**src/hw/rtl/snr_pkg.sv**
```systemverilog
// snr_pkg: shared constants, types and helpers for the SNR level meter.
// Used by snr_ctrl, snr_dp and snr_level_meter. No dependencies.
package snr_pkg;
   localparam int unsigned MaxSamplesDef = 65536;
   localparam int unsigned SampleBitsDef = 16;
   localparam int unsigned EnergyW       = 46;
   localparam int unsigned FieldW        = 16;
   localparam int unsigned LogW          = 24;   // signed log2 in Q.16, integer part up to 45
   localparam int unsigned DiffW         = 26;
   localparam logic [25:0] DbPerOctave   = 26'd50504453;

   localparam logic [1:0] StOk       = 2'd0;
   localparam logic [1:0] StNoiseSil = 2'd1;
   localparam logic [1:0] StSigSil   = 2'd2;
   localparam logic [1:0] StEmpty    = 2'd3;

   // datapath commands
   typedef struct packed {
      logic accum;      // take the transfer's samples in
      logic clear;      // clear accumulators
      logic fin_start;  // latch operands and start finishing work
      logic div_start;  // start the two divisions
      logic div_step;
      logic sqrt_start;
      logic sqrt_step;
      logic log_start;  // load one operand into the log unit
      logic [1:0] log_sel;
      logic log_step;
      logic log_acc;    // fold log result into difference
      logic mul_step;   // scale difference to dB
      logic out_load;
   } snr_cmd_type;

   typedef struct packed {
      logic fin_last;   // last was on the accepted transfer
   } snr_sts_type;
endpackage

```
**src/hw/rtl/snr_ctrl.sv**
```systemverilog
// snr_ctrl: sequencer for accumulate and the finishing work.
// Depends on snr_pkg; commands snr_dp.
module snr_ctrl (
   input  logic                 clock,
   input  logic                 reset,
   input  logic                 in_fire,
   input  snr_pkg::snr_sts_type sts,
   input  logic                 out_taken,
   output logic                 in_ready,
   output logic                 out_valid,
   output snr_pkg::snr_cmd_type cmd
);
   localparam logic [2:0] S_ACC = 3'd0, S_DIV = 3'd1, S_SQRT = 3'd2, S_LOGL = 3'd3,
                          S_LOGS = 3'd4, S_MUL = 3'd5, S_OUT = 3'd6, S_HOLD = 3'd7;

   logic [2:0] state_ff, state_in;
   logic [5:0] cnt_ff, cnt_in;
   logic [1:0] sel_ff, sel_in;

   assign in_ready  = (state_ff == S_ACC);
   assign out_valid = (state_ff == S_HOLD);

   always_comb begin
      state_in = state_ff; cnt_in = cnt_ff; sel_in = sel_ff;
      cmd = '0;
      cmd.log_sel = sel_ff;
      case (state_ff)
         S_ACC: begin
            cmd.accum = in_fire;
            if (in_fire && sts.fin_last) begin
               state_in = S_DIV; cnt_in = '0;
            end
         end
         S_DIV: begin
            if (cnt_ff == 6'd0) begin
               cmd.fin_start = 1'b1; cnt_in = 6'd1;
            end else if (cnt_ff == 6'd1) begin
               cmd.clear = 1'b1; cmd.div_start = 1'b1; cnt_in = 6'd2;
            end else begin
               cmd.div_step = 1'b1; cnt_in = cnt_ff + 1'b1;
               if (cnt_ff == 6'd47) begin
                  state_in = S_SQRT; cnt_in = '0;
               end
            end
         end
         S_SQRT: begin
            if (cnt_ff == 6'd0) cmd.sqrt_start = 1'b1;
            else cmd.sqrt_step = 1'b1;
            cnt_in = cnt_ff + 1'b1;
            if (cnt_ff == 6'd23) begin
               state_in = S_LOGL; sel_in = '0;
            end
         end
         S_LOGL: begin
            cmd.log_start = 1'b1; cnt_in = '0; state_in = S_LOGS;
         end
         S_LOGS: begin
            if (cnt_ff == 6'd16) begin
               cmd.log_acc = 1'b1; sel_in = sel_ff + 1'b1;
               state_in = (sel_ff == 2'd3) ? S_MUL : S_LOGL;
            end else begin
               cmd.log_step = 1'b1; cnt_in = cnt_ff + 1'b1;
            end
         end
         S_MUL: begin
            cmd.mul_step = 1'b1; state_in = S_OUT;
         end
         S_OUT: begin
            cmd.out_load = 1'b1; state_in = S_HOLD;
         end
         S_HOLD: if (out_taken) state_in = S_ACC;
         default: state_in = S_ACC;
      endcase
   end

   always_ff @(posedge clock) begin
      if (reset) begin
         state_ff <= S_ACC; cnt_ff <= '0; sel_ff <= '0;
      end else begin
         state_ff <= state_in; cnt_ff <= cnt_in; sel_ff <= sel_in;
      end
   end
endmodule

```
**config.mk**
```make
export PLATFORM = sky130hd
export DESIGN_NAME = snr_ctrl
export DESIGN_NICKNAME = d
export VERILOG_FILES = /design/src/hw/rtl/snr_pkg.sv /design/src/hw/rtl/snr_ctrl.sv
export SDC_FILE = /design/constraint.sdc
export NUM_CORES = 1
export LEC_CHECK = 0
export BUFFER_PORTS_ARGS = -buffer_cell sky130_fd_sc_hd__buf_4
export CORE_MARGIN = 3
export CORE_UTILIZATION = 39
export DETAILED_ROUTE_END_ITERATION = 8
export PLACE_DENSITY = 0.64
export SYNTH_ARGS = -nofsm -noshare
export SYNTH_HDL_FRONTEND = slang
export SYNTH_SLANG_ARGS = --single-unit
```
**constraint.sdc**
```tcl
create_clock -name clock -period 1.55 [get_ports clock]
set_input_delay 0.31 -clock clock [delete_from_list [all_inputs] [get_ports clock]]
set_output_delay 0.31 -clock clock [all_outputs]
set_load 0.05 [all_outputs]
```
# After elaboration in Yosys (flattened, before gate mapping)
# Cells that the tools add are included.
# op_classes
n_reduce_logical,8
add_sub_neg,2
muxes,33
n_eq_ne,20
# op_table
cell,count
$mux W6,5
$pmux W6 S5,1
$mux W3,8
$pmux W3 S8,1
$ne A2 B2 Y1 const B,7
$eq A3 B3 Y1 const B,4
$eq A6 B5 Y1 const B,2
$mux W1,11
$mux W2,5
$reduce_and A7 Y1,1
$add A6 B1 Y6 const B,1
$eq A3 B2 Y1 const B,2
$eq A6 B1 Y1 const B,1
$eq A6 B6 Y1 const B,1
$logic_not A6 Y1,1
$reduce_and A3 Y1,2
$reduce_bool A5 Y1,1
$mux W4,1
$pmux W2 S2,1
$eq A3 B1 Y1 const B,1
$logic_not A3 Y1,1
$add A2 B1 Y2 const B,1
$eq A2 B2 Y1 const B,1
$ne A2 B1 Y1 const B,1
other kinds (2),2
# word_totals
regBits,11
elab_cells,66
out_inout_bits,16
inputBits,5

# Depth between registers and ports, before layout
# Gate-level depths: netlist of the first run.
# depth
ltp_word,5
mapped_depth,7
mapped_depth_nobuf,6

# Least setup slack after synthesis of the first run
# Ideal clock, no wire load.
# synth_path
kind,register to output
startpoint,register state_ff[2]
endpoint,output port cmd[13] (netlist bit)
arrival_ps,2226
slack_ps,-986
path_buffers,1
required_time_ps,1240
path_stages_with_launch,4
path_cell_list,dfxtp_1 -> buf_2 -> nor3_1 -> and2_1
# synth_rtl
element,line_no,rtl
start: declaration,snr_ctrl.sv:16,"logic [2:0] state_ff, state_in;"
start signal: assignment,snr_ctrl.sv:80,state_ff <= state_in; cnt_ff <= cnt_in; sel_ff <= sel_in;
end: declaration,snr_ctrl.sv:11,output snr_pkg::snr_cmd_type cmd

==> results of run 1 <==
==> logic make-up (layout without fill, tap and decap cells) <==
family | after synthesis | after routing | synth area share (%)
AND/OR/NAND/NOR | 66 | 66 | 38.4
AO/OA/AOI/OAI | 33 | 33 | 25.8
buffers and inverters | 14 | 95 | 6.55
flip-flops | 11 | 11 | 22.2
adder cells (fa/ha/maj) | 4 | 4 | 5.04
multiplexers | 2 | 2 | 2.02
==> state kept, by name, summed over array words and instances (netlist names) <==
signal	count
cnt_ff	6
sel_ff	2
state_ff	3
==> routing by layer <==
layer  vias up  global-route usage, %  wire (um)
li1        641                      -          -
met1       708                   32.6       1990
met2       112                   46.9       2790
met3        47                   4.14        408
met4         0                   11.9        423
met5         -                      0          0
==> how the worst min path moves through the flow <==
stage               from           to  slack, ns  cells past startpoint
6_report           reset  state_ff[2]       0.35                      2
5_1_grt            reset    sel_ff[1]       0.34                      2
4_1_cts            reset  state_ff[2]       0.32                      2
3_5_place_dp   sel_ff[1]    sel_ff[1]       0.49                      2
3_3_place_gp   sel_ff[1]    sel_ff[1]       0.48                      2
2_1_floorplan      reset  state_ff[0]       0.48                      2
==> layout by cell type, fill, tap and decap left out, drive strengths merged, types with 3 or more instances in the layout <==
cell,Yosys,final
a211oi,4,4
a21oi,9,9
a311oi,4,4
and2,3,3
buf,8,86
clkbuf,1,4
dfxtp,11,11
ha,4,4
inv,5,5
nand2,9,9
nand3,12,12
nand3b,3,3
nor2,16,16
nor2b,3,3
nor3,5,5
o21ai,5,5
==> critical path, cell delays in order, from the launching register on <==
cell,delay [ns]
dfxtp_4,0.36
nor4_4,0.35
and2_4,0.22
nor3b_4,0.26
buf_6,0.20
==> layout make-up <==
type / count / area share (%)
Clock buffer: 4 / 1.20
Tap cell: 28 / 1.60
Sequential cell: 11 / 11.5
Timing Repair Buffer: 86 / 37.3
Multi-Input combinational cell: 105 / 46.9
Inverter: 5 / 1.54
==> power breakdown <==
group / total (W) / switching (W) / internal (W)
registers: 0.000408 / 0.0000747 / 0.000334
logic: 0.00225 / 0.00117 / 0.00108
clock network: 0.000225 / 0.000125 / 0.0000998
==> what timing repair did <==
item                                    4_1_cts  5_1_grt
gates resized for setup                      70       53
pin swaps                                    21       32
endpoints found under the setup margin       24       25
setup buffers                                20       18
==> through the flow <==
stage                     setup TNS (ns)  hold slack, ns  total power, W
after floorplan                    -2.16           0.480         0.00120
after global placement             -1.41           0.476         0.00162
after detailed placement           -2.38           0.487         0.00165
after CTS                          -3.57           0.321         0.00228
after global routing               -6.55           0.343         0.00298
final                              -5.55           0.353         0.00288
==> results.py, run 1 <==
metrics = {
    "outcome": {
        "outcome": "finished with violations",
        "violations": "setup timing",
    },
    "floorplan": {
        "std_cell_rows": 17,
        "boundaryPins": 21,
        "die_w_um": 56.5,
        "die_area_um2": 3190,
        "die_h_um": 56.5,
        "core_area_um2": 2320,
        "floorplan.initialDensity_pct": 42.8,
    },
    "synthesis": {
        "yosysMostFrequentCell": "nor2_1",
        "synthArstFlopShare_pct": 0,
        "ys_seq_area_share_pct": 22.2,
        "ys_types": 41,
        "synth_area_um2": 993,
        "synthesis.nets": 139,
        "synth.largest_area_cell": "dfxtp_1",
        "ys.warnings.count": 0,
        "synth_top_area_share_pct": 22.2,
        "synth_ff_type": "dfxtp_1",
        "synth_edf_count": 0,
        "netlist_instances": 130,
        "ys_top_cells_by_count": "15 x nor2_1, 12 x nand3_1, 11 x dfxtp_1",
        "synth_seq_cells": 11,
        "synth_area_leaders": "dfxtp_1 22%, nand3_1 6.0%, nor2_1 5.7%",
        "syn_avg_cell_area_um2": 7.64,
    },
    "global_route": {
        "grt_usage_pct": 27.1,
        "globalRouteOverflowTotal": 0,
        "grt_pass1_vias": 1401,
        "grt_pass1_wl_um": 6910,
        "grt_max_degree": 15,
        "grt_antenna_before_repair": 0,
    },
    "detailed_routing": {
        "drt-wirelength-per-cell_um": 23.5,
        "drt-initial-drc-count": 127,
        "viasPerCell": 6.31,
        "first_pass_iters": 4,
        "ant_nets": 0,
        "vias": 1508,
        "drc": 0,
        "postRouteWirelength_um": 5620,
    },
    "timing": {
        "finalHoldViolCount": 0,
        "fin_worst_skew_ns": 0.00536,
        "setup_slack_ns": -0.431,
        "clock.fmax_mhz": 505,
        "period_share_pct": 128,
        "rsz0062_at_grt": "true",
        "relSlewSlack_pct": 72.3,
        "setup_violations": 25,
        "slew_violations": 0,
        "layout_min_cycle_time_ns": 1.98,
        "tightest_slew_ns": 0.413,
    },
    "finish": {
        "seq_area_um2": 251,
        "fin_util_pct": 94.5,
        "nNetsFinal": 221,
        "multi_input_area_um2": 1030,
        "drive_above_1_share_pct": 74.9,
        "stdcell_count": 239,
        "final_area_um2": 2190,
        "antenna_cells": 0,
        "areaGrowthSynthToFinish_pct": 121,
        "n_fill_cell": 59,
    },
    "worst_setup_path": {
        "reg2reg_slack_ns": -0.40,
        "worstReg2RegStart": "cnt_ff[3]",
        "endpoint": "cmd[12]",
        "required_ns": 1.24,
        "cp-startpoint": "cnt_ff[4]",
        "crit_fanout": 3,
        "end_kind": "output port",
        "r2r_end": "cnt_ff[0]",
        "critPathLaunchType": "flop",
        "r2r_cells": 7,
        "critPathKind": "flop to output port",
        "cp.arrival_ns": 1.67,
    },
    "placement": {
        "dp_cells": 205,
        "placed_area_um2": 1510,
        "dp_hpwl_um": 2430,
        "place_ws_ns": -0.202,
        "gp_congestion": 0.809,
        "io_buffers": 20,
    },
    "power": {
        "peakVddDrop_uv": 1090,
        "powerDensity_nw_per_um2": 1320,
        "cellLeakagePower_nw": 0.907,
    },
    "clock_network": {
        "cts_sinks": 11,
        "cts-root-buf": "clkbuf_4",
        "htree_levels": 1,
        "clk_pin_slew_ns": 0.09,
        "clock_tree.buffer_depth": 2,
        "tritoncts": "built",
        "numCtsBuffers": 3,
        "clk_latency_ns": 0.28,
        "ctsHoldBuffers": 0,
    },
    "run": {
        "drv_cap": 0,
    },
    "worst_hold_path": {
        "hold_path_class": "input port to flop",
    },
}
(Power assumes the default switching activity.)
==> run 2, diff against run 1 <==
==> constraint.sdc (replaced) <==
create_clock -name clock -period 1.55 [get_ports clock]
set_input_delay 0.465 -clock clock [delete_from_list [all_inputs] [get_ports clock]]
set_output_delay 0.465 -clock clock [all_outputs]
set_load 0.05 [all_outputs]
==> results.py, run 2 (synthesis gave the netlist of run 1 again) <==
metrics = {
    "detailed_routing": {
        "ant_nets": 0,
        "drc": 0,
        "drt-initial-drc-count": 156,
        "drt-wirelength-per-cell_um": 25.5,
        "viasPerCell": 6.80,
        "first_pass_iters": 6,
        "postRouteWirelength_um": 6160,
        "vias": 1645,
    },
    "placement": {
        "dp_cells": 203,
        "gp_congestion": 0.866,
        "dp_hpwl_um": 2140,
        "io_buffers": 20,
    },
    "outcome": {
        "violations": "setup timing",
        "outcome": "finished with violations",
    },
    "finish": {
        "antenna_cells": 0,
        "reg.largest.list": "cnt_ff x6, state_ff x3, sel_ff x2",
        "largest_register_ff_count": 6,
        "regMostFlops": "cnt_ff",
        "areaGrowthSynthToFinish_pct": 121,
        "fin_util_pct": 94.9,
        "drive_above_1_share_pct": 71.5,
        "final_cell_mix": "50 x buf_4, 31 x buf_6, 10 x nand3_1",
        "layout_commonest_cell": "buf_4",
        "nNetsFinal": 224,
        "stdcell_count": 242,
    },
    "clock_network": {
        "cts_sinks": 11,
        "clock_tree.buffer_depth": 2,
        "ctsHoldBuffers": 0,
        "numCtsBuffers": 3,
        "clk_pin_slew_ns": 0.09,
        "tritoncts": "built",
        "htree_levels": 1,
        "cts-root-buf": "clkbuf_4",
        "clk_latency_ns": 0.29,
    },
    "floorplan": {
        "boundaryPins": 21,
        "die_h_um": 56.5,
        "floorplan.initialDensity_pct": 42.8,
        "core_area_um2": 2320,
        "std_cell_rows": 17,
        "die_area_um2": 3190,
        "die_w_um": 56.5,
    },
    "timing": {
        "fin_worst_skew_ns": 0.00657,
        "rsz0062_at_grt": "true",
        "tightest_slew_ns": 0.439,
        "finalHoldViolCount": 0,
        "setup_slack_ns": -0.674,
        "layout_min_cycle_time_ns": 2.22,
        "period_share_pct": 143,
        "slew_violations": 0,
        "relSlewSlack_pct": 70.6,
        "setup_violations": 25,
        "clock.fmax_mhz": 450,
    },
    "global_route": {
        "grt_antenna_before_repair": 0,
        "globalRouteOverflowTotal": 0,
        "grt_max_degree": 11,
        "grt_usage_pct": 24.1,
        "grt_pass1_wl_um": 6200,
        "grt_pass1_vias": 1272,
    },
    "power": {
        "peakVddDrop_uv": 1130,
        "cellLeakagePower_nw": 0.924,
        "powerDensity_nw_per_um2": 1350,
    },
    "run": {
        "drv_cap": 0,
    },
    "worst_setup_path": {
        "required_ns": 1.08,
        "critPathKind": "flop to output port",
        "critPathLaunchType": "flop",
        "crit_fanout": 4,
        "end_kind": "output port",
        "cp.arrival_ns": 1.76,
    },
    "worst_hold_path": {
        "hold_path_class": "input port to flop",
    },
}
==> run 2: what timing repair did <==
item | 4_1_cts | 5_1_grt
pin swaps | 27 | 16
setup buffers | 23 | 17
setup endpoints to repair | 25 | 25
gates resized for setup | 61 | 36
==> run 2: power breakdown <==
group	internal (W)	switching (W)	leakage (nW)	total [W]
Sequential	0.000326	0.0000462	0.0937	0.000372
Combinational	0.00112	0.00127	0.815	0.00238
Clock	0.000100	0.000125	0.0150	0.000225
==> run 2: final cells by class <==
type / instances / area [um^2]
Fill cell: 65 / 119
Tap cell: 28 / 35.0
Multi-Input combinational cell: 105 / 1020
Clock buffer: 4 / 26.3
Timing Repair Buffer: 89 / 860
Sequential cell: 11 / 238
Inverter: 5 / 22.5
==> run 2: worst max-delay path, cell delays in order, from the launching register on <==
cell	delay, ns
dfxtp_2	0.36
nor4_4	0.41
buf_4	0.19
buf_4	0.11
nand2_4	0.07
nor3_4	0.14
buf_6	0.18
==> run 2: routing by layer <==
layer | routed length (um) | share of wire (%) | GRT usage [%]
met5 | 0 | 0 | 0
met4 | 466 | 7.6 | 8.14
met3 | 766 | 12 | 3.45
met2 | 2800 | 45 | 38.1
met1 | 2130 | 35 | 33.1
==> run 2: path summary, 6_finish.rpt <==
path | from | end | slack (ns) | cells after the start
setup / recovery | cnt_ff[2] | cmd[8] | -0.67 | 6
hold / removal | reset | sel_ff[1] | 0.45 | 2
setup reg to reg | cnt_ff[1] | state_ff[1] | -0.45 | 8
hold reg to reg | sel_ff[1] | sel_ff[1] | 0.53 | 2
==> run 2: stage by stage <==
step | TNS, ns | setup WS, ns | total power, W | area [um^2] | hold WS, ns
final | -9.27 | -0.674 | 0.00298 | 2200 | 0.453
after global routing | -10.01 | -0.717 | 0.00304 | 2200 | 0.464
after CTS | -6.04 | -0.533 | 0.00222 | 1940 | 0.444
after detailed placement | -3.00 | -0.240 | 0.00161 | 1520 | 0.485
after global placement | -2.47 | -0.221 | 0.00160 | 1520 | 0.474
after floorplan | -3.35 | -0.605 | 0.00121 | 1130 | 0.503
==> run 3, diff against run 2 <==
--- a/config.mk
+++ b/config.mk
@@ -6,10 +6,10 @@
 export NUM_CORES = 1
 export LEC_CHECK = 0
 export BUFFER_PORTS_ARGS = -buffer_cell sky130_fd_sc_hd__buf_4
-export CORE_MARGIN = 3
-export CORE_UTILIZATION = 39
+export CORE_MARGIN = 2
+export CORE_UTILIZATION = 48
 export DETAILED_ROUTE_END_ITERATION = 8
-export PLACE_DENSITY = 0.64
+export PLACE_DENSITY = 0.75
 export SYNTH_ARGS = -nofsm -noshare
 export SYNTH_HDL_FRONTEND = slang
 export SYNTH_SLANG_ARGS = --single-unit
==> results.py, run 3 <==
metrics = {
    "placement": {
        "dp_cells": 204,
        "place_ws_ns": -0.218,
        "gp_congestion": 0.880,
        "io_buffers": 20,
        "dp_hpwl_um": 2420,
    },
    "synthesis": {
        "synth_seq_cells": 11,
        "synth_top_area_share_pct": 22.2,
        "synthesis.nets": 139,
        "yosysMostFrequentCell": "nor2_1",
        "synth_area_leaders": "dfxtp_1 22%, nand3_1 6.0%, nor2_1 5.7%",
        "syn_avg_cell_area_um2": 7.64,
        "ys_seq_area_share_pct": 22.2,
        "synthArstFlopShare_pct": 0,
        "synth.largest_area_cell": "dfxtp_1",
        "ys.warnings.count": 0,
        "synth_area_um2": 993,
        "ys_top_cells_by_count": "15 x nor2_1, 12 x nand3_1, 11 x dfxtp_1",
        "synth_edf_count": 0,
        "synth_ff_type": "dfxtp_1",
        "ys_types": 41,
        "netlist_instances": 130,
    },
    "clock_network": {
        "clock_tree.buffer_depth": 2,
        "htree_levels": 1,
        "cts-root-buf": "clkbuf_4",
        "numCtsBuffers": 3,
        "cts_sinks": 11,
        "ctsHoldBuffers": 0,
    },
    "outcome": {
        "outcome": "aborted with a tool error",
        "haltStage": "global routing",
        "error_line": "[ERROR DPL-0038] Utilization greater than 100%, impossible to legalize",
    },
    "floorplan": {
        "die_w_um": 49.5,
        "std_cell_rows": 16,
        "boundaryPins": 21,
        "floorplan.initialDensity_pct": 50.6,
        "die_h_um": 49.5,
    },
    "timing": {
        "worst-ep-kind": "output port",
        "postGrtWorstEndpoint": "cmd[12]",
    },
    "global_route": {
        "grt_max_degree": 10,
    },
}
==> run 3: cell counts after synthesis <==
Identical to the previous run, type by type.
==> run 3: kinds of logic after synthesis <==
family / after synthesis / share of synthesized area, %
and+or+nand+nor: 66 / 38.4
AOI/OAI and AO/OA: 33 / 25.8
buffers and inverters: 14 / 6.55
DFF: 11 / 22.2
adders and majority gates: 4 / 5.04
muxes: 2 / 2.02
==> run 3: through the flow <==
step	area [um^2]	TNS, ns	hold slack [ns]
4_1_cts	1820	-5.15	0.498
3_5_place_dp	1530	-2.39	0.482
3_3_place_gp	1530	-1.78	0.475
2_1_floorplan	1130	-3.35	0.503
==> run 3: timing repair <==
action,4_1_cts
endpoints found under the setup margin,25
buffers inserted,11
gates resized for setup,51
pin swaps,22
==> run 4, diff against run 3 <==
--- a/config.mk
+++ b/config.mk
@@ -6,10 +6,10 @@
 export NUM_CORES = 1
 export LEC_CHECK = 0
 export BUFFER_PORTS_ARGS = -buffer_cell sky130_fd_sc_hd__buf_4
-export CORE_MARGIN = 2
-export CORE_UTILIZATION = 48
+export CORE_AREA = 2 2 63 65
 export DETAILED_ROUTE_END_ITERATION = 8
-export PLACE_DENSITY = 0.75
+export DIE_AREA = 0 0 65 67
+export PLACE_DENSITY_LB_ADDON = 0.15
 export SYNTH_ARGS = -nofsm -noshare
 export SYNTH_HDL_FRONTEND = slang
 export SYNTH_SLANG_ARGS = --single-unit
==> constraint.sdc (replaced) <==
create_clock -name clock -period 2 [get_ports clock]
set_input_delay 0.6 -clock clock [delete_from_list [all_inputs] [get_ports clock]]
set_output_delay 0.6 -clock clock [all_outputs]
set_load 0.05 [all_outputs]
==> results.py, run 4 (synthesis gave the netlist of run 1 again) <==
metrics = {
    "outcome": {
        "outcome": "finished with violations",
        "violations": "setup timing",
    },
    "global_route": {
        "grt_pass1_wl_um": 5260,
        "grt_max_degree": 15,
        "globalRouteOverflowTotal": 0,
        "grt_antenna_before_repair": 0,
        "grt_usage_pct": 16.0,
        "grt_pass1_vias": 1140,
    },
    "detailed_routing": {
        "vias": 1116,
        "drt-initial-drc-count": 60,
        "viasPerCell": 5.03,
        "drt-wirelength-per-cell_um": 14.1,
        "first_pass_iters": 4,
        "ant_nets": 0,
        "postRouteWirelength_um": 3130,
        "drc": 0,
    },
    "worst_setup_path": {
        "cp_slowest_stage_delay_ns": 0.33,
        "end_kind": "output port",
        "critPathBufInv": 1,
        "critPathLaunchType": "flop",
        "critPathKind": "flop to output port",
        "crit_fanout": 3,
        "crit_slowest_cell": "dfxtp_2",
        "required_ns": 1.40,
        "critPathTopFamily": "simple AND/OR/NAND/NOR gates",
        "cp.arrival_ns": 1.53,
        "crit_chain": "nor4_4 -> and2_4 -> nor3b_4 -> buf_6",
    },
    "finish": {
        "areaGrowthSynthToFinish_pct": 58.8,
        "largest_register_ff_count": 6,
        "reg.largest.list": "cnt_ff x6, state_ff x3, sel_ff x2",
        "layout_commonest_cell": "buf_4",
        "drive_above_1_share_pct": 47.7,
        "final_cell_mix": "38 x buf_4, 11 x nor2_1, 11 x nand3_1, 11 x buf_6, 8 x a21oi_1",
        "regMostFlops": "cnt_ff",
        "n_fill_cell": 376,
        "seq_area_um2": 234,
        "multi_input_area_um2": 811,
        "antenna_cells": 0,
        "nNetsFinal": 184,
    },
    "timing": {
        "rsz0062_at_grt": "true",
        "finalHoldViolCount": 0,
        "relSlewSlack_pct": 73.1,
        "fin_hold_ws_ns": 0.499,
        "clock.fmax_mhz": 470,
        "tightest_slew_ns": 0.402,
        "slew_violations": 0,
        "layout_min_cycle_time_ns": 2.13,
        "setup_slack_ns": -0.128,
        "setup_violations": 6,
        "fin_worst_skew_ns": 0.00449,
        "period_share_pct": 106,
        "fin_tns_setup_ns": -0.424,
    },
    "power": {
        "peakVddDrop_uv": 567,
        "powerDensity_nw_per_um2": 1010,
        "cellLeakagePower_nw": 0.646,
    },
    "clock_network": {
        "cts-root-buf": "clkbuf_8",
        "htree_levels": 1,
        "clock_tree.buffer_depth": 2,
        "clk_latency_ns": 0.24,
        "ctsHoldBuffers": 0,
        "numCtsBuffers": 3,
        "clk_pin_slew_ns": 0.06,
        "cts_sinks": 11,
        "tritoncts": "built",
    },
    "placement": {
        "io_buffers": 20,
        "gp_congestion": 0.797,
        "dp_hpwl_um": 2260,
    },
    "floorplan": {
        "die_area_um2": 4360,
        "die_h_um": 67,
        "die_w_um": 65,
        "boundaryPins": 21,
        "core_area_um2": 3610,
        "floorplan.initialDensity_pct": 27.6,
        "std_cell_rows": 22,
    },
    "worst_hold_path": {
        "hold_path_class": "flop to flop",
    },
    "run": {
        "drv_cap": 0,
    },
}
-- run 4: worst reg2reg max path, cell delays in order, from the launching register on --
cell     delay, ns
dfxtp_1       0.31
buf_4         0.14
ha_1          0.24
and3_1        0.22
a21o_1        0.22
o41ai_4       0.43
nand3_1       0.13
o21ai_0       0.09
-- run 4: timing repair --
item / CTS / global route
endpoints found under the setup margin: 11 / 13
setup buffers: 9 / 4
pin swaps: 5 / 5
gates resized for setup: 22 / 11
-- run 4: final cells by class --
| class | count | share of cell area [%] |
|---|---|---|
| inverters | 5 | 1.19 |
| repair buffers | 49 | 25.9 |
| flip-flops and latches | 11 | 14.8 |
| clock buffers | 4 | 2.85 |
| multi-input cells | 105 | 51.4 |
| well taps | 48 | 3.81 |
-- run 4: per-stage QoR --
stage	area, um^2	util, %	worst slack [ns]	instances	power (W)
finish	1580	43.8	-0.128	222	0.00159
global route	1580	43.8	-0.195	222	0.00170
CTS	1520	42.2	-0.153	218	0.00154
detailed placement	1330	36.9	0.0293	205	0.00113
global placement	1330	36.9	0.0435	205	0.00113
floorplan	1060	-	-0.290	130	0.000874
-- run 4: per-layer routing --
metal | GRT usage [%] | vias to the layer above | share of wire [%]
met3 | 4.05 | 2 | 4.6
met1 | 20.1 | 524 | 45
met5 | 0 | - | 0
met4 | 4.52 | 0 | 0.54
li1 | - | 563 | -
met2 | 26.9 | 27 | 50
-- run 4: final timing paths --
kind	start	to	slack (ns)	depth (start not counted)
setup / recovery	cnt_ff[5]	cmd[12]	-0.13	4
hold / removal	sel_ff[1]	sel_ff[1]	0.50	2
setup reg to reg	cnt_ff[0]	cnt_ff[4]	0.15	7
hold reg to reg	sel_ff[1]	sel_ff[1]	0.50	2
-- run 4: report_power, final --
part           internal (W)  leakage [nW]  total [W]  switching (W)
combinational      0.000474         0.530    0.00108       0.000605
sequential         0.000253        0.0925   0.000278      0.0000250
clock              0.000141        0.0228   0.000233      0.0000922
total              0.000868         0.646    0.00159       0.000723
